<file path="config.mk">
export PLATFORM = sky130hd
export DESIGN_NAME = status_and_line_packet_parser
export DESIGN_NICKNAME = d
export VERILOG_FILES = /design/src/rtl/slpp_pkg.sv /design/src/rtl/status_and_line_packet_parser.sv
export SDC_FILE = /design/constraint.sdc
export NUM_CORES = 1
export LEC_CHECK = 0
export BUFFER_PORTS_ARGS = -buffer_cell sky130_fd_sc_hd__clkbuf_2
export CAP_MARGIN = 25
export CORE_ASPECT_RATIO = 0.8
export CORE_MARGIN = 1
export CORE_UTILIZATION = 29
export DETAILED_ROUTE_END_ITERATION = 7
export GPL_TIMING_DRIVEN = 0
export PLACE_DENSITY_LB_ADDON = 0.2
export SLEW_MARGIN = 20
export SYNTH_ARGS = -nofsm -noshare
export SYNTH_HDL_FRONTEND = slang
export SYNTH_SLANG_ARGS = --single-unit
</file>
<file path="constraint.sdc">
create_clock -name clk -period 3.5 [get_ports clk]
set_clock_uncertainty 0.15 [all_clocks]
set_input_delay 0.7 -clock clk [delete_from_list [all_inputs] [get_ports clk]]
set_output_delay 0.7 -clock clk [all_outputs]
set_load 0.1 [all_outputs]
</file>
<file path="src/rtl/slpp_pkg.sv">
// Shared types and codes for the status and line packet parser.
package slpp_pkg;

  localparam int ByteW = 8;
  localparam int StatusW = 25;
  localparam logic [2:0] StatusLast = 3'd4;

  localparam logic [2:0] PH_TYPE = 3'd0;
  localparam logic [2:0] PH_STATUS = 3'd1;
  localparam logic [2:0] PH_COUNT = 3'd2;
  localparam logic [2:0] PH_RHO = 3'd3;
  localparam logic [2:0] PH_THETA = 3'd4;

  localparam logic [1:0] KIND_STATUS = 2'd0;
  localparam logic [1:0] KIND_LINE = 2'd1;
  localparam logic [1:0] KIND_EMPTY = 2'd2;
  localparam logic [1:0] KIND_UNKNOWN = 2'd3;

  localparam logic CFG_STATUS_CODE = 1'b0;
  localparam logic CFG_FRAME_CODE = 1'b1;

  typedef struct packed {
    logic [1:0]       kind;
    logic             processing_on;
    logic [ByteW-1:0] segment_threshold;
    logic [ByteW-1:0] sigma_q6;
    logic [ByteW-1:0] edge_threshold;
    logic [ByteW-1:0] hough_threshold;
    logic [ByteW-1:0] rho_q1;
    logic [ByteW-1:0] theta_q6;
    logic [ByteW-1:0] line_number;
    logic             last_line;
  } result_t;

endpackage

</file>
<file path="src/rtl/status_and_line_packet_parser.sv">
// Byte-stream parser for status and line-list packets, with result register.
// Takes one received byte per clock while the output side does not stall and
// gives at most one result per byte. A byte is registered on entry, parsed by the
// packet state machine and its result is written to the output register.
// Throughput is one byte per cycle whenever the output side does not stall; the
// output register stalls the input register, which stalls the input channel. The
// two type codes are written through the configuration port and apply from the
// next type byte.
module status_and_line_packet_parser (
  input  logic                     clk,
  input  logic                     rst,
  input  logic                     cfg_valid,
  output logic                     cfg_ready,
  input  logic                     cfg_index,
  input  logic [slpp_pkg::ByteW-1:0] cfg_data,
  input  logic                     in_valid,
  output logic                     in_stall,
  input  logic [slpp_pkg::ByteW-1:0] rx_byte,
  output logic                     out_valid,
  input  logic                     out_stall,
  output logic [1:0]               result_kind,
  output logic                     processing_on,
  output logic [slpp_pkg::ByteW-1:0] segment_threshold,
  output logic [slpp_pkg::ByteW-1:0] sigma_q6,
  output logic [slpp_pkg::ByteW-1:0] edge_threshold,
  output logic [slpp_pkg::ByteW-1:0] hough_threshold,
  output logic [slpp_pkg::ByteW-1:0] rho_q1,
  output logic [slpp_pkg::ByteW-1:0] theta_q6,
  output logic [slpp_pkg::ByteW-1:0] line_number,
  output logic                     last_line
);
  import slpp_pkg::*;

  logic [ByteW-1:0] status_code;
  logic [ByteW-1:0] frame_code;

  logic             s1_valid;
  logic [ByteW-1:0] s1_byte;
  logic             advance;

  logic [2:0]         phase, phase_next;
  logic [2:0]         field_count, field_count_next;
  logic [ByteW-1:0]   lines_left, lines_left_next;
  logic [ByteW-1:0]   line_count, line_count_next;
  logic [ByteW-1:0]   held_rho, held_rho_next;
  logic [StatusW-1:0] held_status, held_status_next;

  result_t res, res_next;
  logic    res_fire;

  assign cfg_ready = 1'b1;
  assign advance = !out_valid || !out_stall;
  assign in_stall = s1_valid && !advance;

  always_ff @(posedge clk) begin
    if (rst) begin
      status_code <= 8'd1;
      frame_code <= 8'd2;
    end else if (cfg_valid && cfg_ready) begin
      case (cfg_index)
        CFG_STATUS_CODE: status_code <= cfg_data;
        CFG_FRAME_CODE:  frame_code <= cfg_data;
        default: ;
      endcase
    end
  end

  // Input register.
  always_ff @(posedge clk) begin
    if (rst) begin
      s1_valid <= 1'b0;
    end else if (!in_stall) begin
      s1_valid <= in_valid;
    end
  end

  always_ff @(posedge clk) begin
    if (!in_stall) begin
      s1_byte <= rx_byte;
    end
  end

  // Packet state machine.
  always_comb begin
    phase_next = phase;
    field_count_next = field_count;
    lines_left_next = lines_left;
    line_count_next = line_count;
    held_rho_next = held_rho;
    held_status_next = held_status;
    res_next = '0;
    res_fire = 1'b0;
    if (s1_valid && advance) begin
      case (phase)
        PH_STATUS: begin
          if (field_count == StatusLast) begin
            res_fire = 1'b1;
            res_next.kind = KIND_STATUS;
            res_next.processing_on = held_status[24];
            res_next.segment_threshold = held_status[23:16];
            res_next.sigma_q6 = held_status[15:8];
            res_next.edge_threshold = held_status[7:0];
            res_next.hough_threshold = s1_byte;
            phase_next = PH_TYPE;
            field_count_next = 3'd0;
          end else begin
            case (field_count)
              3'd0: held_status_next = {(s1_byte != '0), 24'd0};
              3'd1: held_status_next[23:16] = s1_byte;
              3'd2: held_status_next[15:8] = s1_byte;
              3'd3: held_status_next[7:0] = s1_byte;
              default: ;
            endcase
            field_count_next = field_count + 3'd1;
          end
        end
        PH_COUNT: begin
          if (s1_byte == '0) begin
            res_fire = 1'b1;
            res_next.kind = KIND_EMPTY;
            res_next.last_line = 1'b1;
            phase_next = PH_TYPE;
          end else begin
            lines_left_next = s1_byte;
            line_count_next = '0;
            phase_next = PH_RHO;
          end
        end
        PH_RHO: begin
          held_rho_next = s1_byte;
          phase_next = PH_THETA;
        end
        PH_THETA: begin
          res_fire = 1'b1;
          res_next.kind = KIND_LINE;
          res_next.rho_q1 = held_rho;
          res_next.theta_q6 = s1_byte;
          res_next.line_number = line_count;
          res_next.last_line = (lines_left <= 8'd1);
          lines_left_next = lines_left - 8'd1;
          line_count_next = line_count + 8'd1;
          phase_next = (lines_left_next == '0) ? PH_TYPE : PH_RHO;
        end
        default: begin
          if (s1_byte == status_code) begin
            phase_next = PH_STATUS;
            field_count_next = 3'd0;
          end else if (s1_byte == frame_code) begin
            phase_next = PH_COUNT;
          end else begin
            res_fire = 1'b1;
            res_next.kind = KIND_UNKNOWN;
            phase_next = PH_TYPE;
          end
        end
      endcase
    end
  end

  always_ff @(posedge clk) begin
    if (rst) begin
      phase <= PH_TYPE;
      field_count <= '0;
      lines_left <= '0;
      line_count <= '0;
      held_rho <= '0;
      held_status <= '0;
    end else begin
      phase <= phase_next;
      field_count <= field_count_next;
      lines_left <= lines_left_next;
      line_count <= line_count_next;
      held_rho <= held_rho_next;
      held_status <= held_status_next;
    end
  end

  // Result register.
  always_ff @(posedge clk) begin
    if (rst) begin
      out_valid <= 1'b0;
    end else if (advance) begin
      out_valid <= res_fire;
    end
  end

  always_ff @(posedge clk) begin
    if (advance) begin
      res <= res_next;
    end
  end

  assign result_kind = res.kind;
  assign processing_on = res.processing_on;
  assign segment_threshold = res.segment_threshold;
  assign sigma_q6 = res.sigma_q6;
  assign edge_threshold = res.edge_threshold;
  assign hough_threshold = res.hough_threshold;
  assign rho_q1 = res.rho_q1;
  assign theta_q6 = res.theta_q6;
  assign line_number = res.line_number;
  assign last_line = res.last_line;

  a_status_count: assert property (@(posedge clk) disable iff (rst)
    phase == PH_STATUS |-> field_count <= StatusLast)
    else $error("status field count out of range");

  a_lines_idle: assert property (@(posedge clk) disable iff (rst)
    (phase == PH_TYPE || phase == PH_STATUS || phase == PH_COUNT) |-> lines_left == '0)
    else $error("lines left outside of a line list");

  a_lines_busy: assert property (@(posedge clk) disable iff (rst)
    (phase == PH_RHO || phase == PH_THETA) |-> lines_left != '0)
    else $error("line list phase with no lines left");

  a_empty_last: assert property (@(posedge clk) disable iff (rst)
    out_valid && result_kind == KIND_EMPTY |-> last_line && line_number == '0)
    else $error("empty frame result malformed");

  a_unknown_clear: assert property (@(posedge clk) disable iff (rst)
    out_valid && result_kind == KIND_UNKNOWN |-> !last_line && !processing_on &&
      rho_q1 == '0 && theta_q6 == '0 && hough_threshold == '0)
    else $error("unknown type result carries payload");

endmodule
</file>
==> results.ini <==
[status]
status=finished, final reports clean

[grt]
grt_pass1_vias=4077
gr-total-overflow=0
grt_usage_pct=14.3
grt_start_max_net_pins=58
grt_pass1_wl_um=22400
antenna_found_initial=0

[critical_path]
cpMaxStageDelayCell=clkbuf_2
required_ps=2650
rr_startpoint=out_valid
reg2reg_to=sigma_q6[7]
cp_cell_sequence=nand3_1, inv_1, clkbuf_2
worst-path-max-fanout=10
crit_buf_inv=2
path_class=register to primary output
rrSetupSlack_ps=990
path_delay_family=buffers and inverters
rr_worst_depth=7
arrival_ps=1860
endpoint_kind=primary output
critPathMaxStageDelay_ps=470
worstSetupStartpointType=register

[synthesis]
syn_inst=577
synthDistinctLibCells=48
synth_warnings=0
synth_area_leaders=edfxtp_1 (34%), dfxtp_1 (25%), nand2_1 (4.4%)
synth_top_area_share_pct=34.3
synth_top_cell_by_area=edfxtp_1
synth-main-ff-cell=dfxtp_1
synth_area_sq_um=5950
synth_edf_count=68
yosysSeqAreaShare_pct=58.8
syn_area_per_cell_sq_um=10.3
async_flop_share_pct=0
synth_fp_nets=607
ys_ff_latch=141

[timing]
fmax_ghz=0.369
final_hold_viol_count=0
tightestPinTransition_ps=715
finalSetupViolCount=0
timing.final.ws_setup_ps=793
fin_crit_ps=2710
maxSlewViolCount=0
relSlewSlack_pct=52.3
worst_hold_slack_ps=302
period_share_pct=77.3
rsz0062_at_grt=false

[hold_path]
worstHoldPathCells=2
hp-class=register to register
hp-start=held_status[0]
whs_endpoint=held_status[0]

[detailed_routing]
drt-vias-per-instance=4.69
wl_um=14800
drt_iter0_drc=276
routed-via-count=4486
firstDrtPassIters=5
drc_errors=0
ant_nets=0
wire_per_inst_um=15.4

[power_and_ir_drop]
power_uw=3920
p_leak_uw=0.00294
p_per_area_nw_per_um2=538
vdd_ir_drop_max_uv=229

[finish]
multi_input_area_sq_um=2240
final_util_pct=36.5
fillCellCount=1985
ff_latch_area_sq_um=3500
final_area_sq_um=7290
final_common_cell=clkbuf_2
syn_to_final_growth_pct=22.4
drive_gt1_share_pct=20.3
nNetsFinal=710
diodes=0
final_cell_mix=clkbuf_2 (83), dfxtp_1 (73), nand2_1 (69)

[cts]
post_cts.repair.setup_buffers=0
cts-resized-gates=0
cts_made_buffers=17
cts_hold_buf=0
cts_root_buf=clkbuf_16
clk_path_buf_depth=2
numClockSinks=141
clkTransAtPathRegs_ps=60
cts_tree=built
htreeDepth=4
insertion_delay_ps=420

[placed_design]
dp_slack_ps=455
portBuffers=83
place_hpwl_um=10100
gp_congestion=0.860
place_area_sq_um=6730

[floorplanning]
die_w_um=162
num_rows=46
io_pins=85
fp.dieArea_sq_um=21100
die_y_um=130
core_area_sq_um=20000
initial_core_util_pct=29.8

[job]
cap_violations=0

[where the power goes]
| part | total, uW | leakage, uW | internal [uW] | switching, uW |
|---|---|---|---|---|
| registers | 1790 | 0.00139 | 1770 | 21.0 |
| clock network | 1700 | 0.000261 | 980 | 718 |
| logic | 429 | 0.00129 | 80.6 | 349 |
[worst max path at each step]
| stage | from | to | slack [ps] | depth (start not counted) |
|---|---|---|---|---|
| 2_1_floorplan | out_valid | line_number[0] | 240 | 5 |
| 3_3_place_gp | out_stall | sigma_q6[7] | -240 | 7 |
| 3_5_place_dp | out_stall | sigma_q6[0] | 460 | 8 |
| 4_1_cts | s1_valid | in_stall | 770 | 3 |
| 5_1_grt | s1_valid | in_stall | 670 | 3 |
| 6_report | s1_valid | in_stall | 790 | 3 |
[metal layers]
layer	wire (um)	global-route usage (%)
met5	0	0
met4	168	4.83
met3	747	3.81
met2	6110	20.8
met1	7730	20.6
[cell usage after synthesis, drive strengths merged, types with 13 or more instances]
| master | number |
|---|---|
| a21oi | 51 |
| a22oi | 13 |
| and2 | 36 |
| and3 | 30 |
| buf | 21 |
| clkbuf | 22 |
| dfxtp | 73 |
| edfxtp | 68 |
| nand2 | 70 |
| nand3 | 29 |
| nor2 | 46 |
| o21ai | 22 |
| xnor2 | 18 |
[worst register-to-register path: cells and delay by family, from the launching register on]
kind	cells	cell delay (ps)
buf+inv	2	610
flops	1	360
simple gates	5	1250
[through the flow]
step	cells	setup TNS [ps]
detailed placement	925	0
floorplan	577	0
CTS	957	0
finish	957	0
global placement	924	-6390
global route	957	0
[final cells by class]
class | count | share of cell area (%)
buffer | 43 | 2.63
inverter | 8 | 0.412
tap | 264 | 4.53
clock buffer | 19 | 5.94
clock inverter | 13 | 1.67
timing repair buffer | 84 | 6.08
sequential | 141 | 48.1
multi-input combinational | 385 | 30.7
[state kept, by name (all words and copies together), names as in the netlist, 2 cells and up]
| name | count |
|---|---|
| theta_q6 | 8 |
| line_count | 8 |
| field_count | 3 |
| s1_byte | 8 |
| segment_threshold | 8 |
| phase | 3 |
| sigma_q6 | 8 |
| held_status | 25 |
| lines_left | 8 |
| line_number | 8 |
| result_kind | 2 |
| rho_q1 | 8 |
| status_code | 8 |
| hough_threshold | 8 |
| frame_code | 8 |
| held_rho | 8 |
| edge_threshold | 8 |
[cells by family after synthesis]
group / Yosys count / synth area share (%)
DFF: 141 / 58.8
buffers and inverters: 51 / 3.72
and+or+nand+nor: 241 / 20.6
other: 1 / 0.0630
AOI/OAI and AO/OA: 106 / 10.6
xor gates and xnor gates: 19 / 2.80
muxes: 10 / 1.72
adders and majority gates: 8 / 1.68
Note: power is estimated with default switching activity, not from simulation.
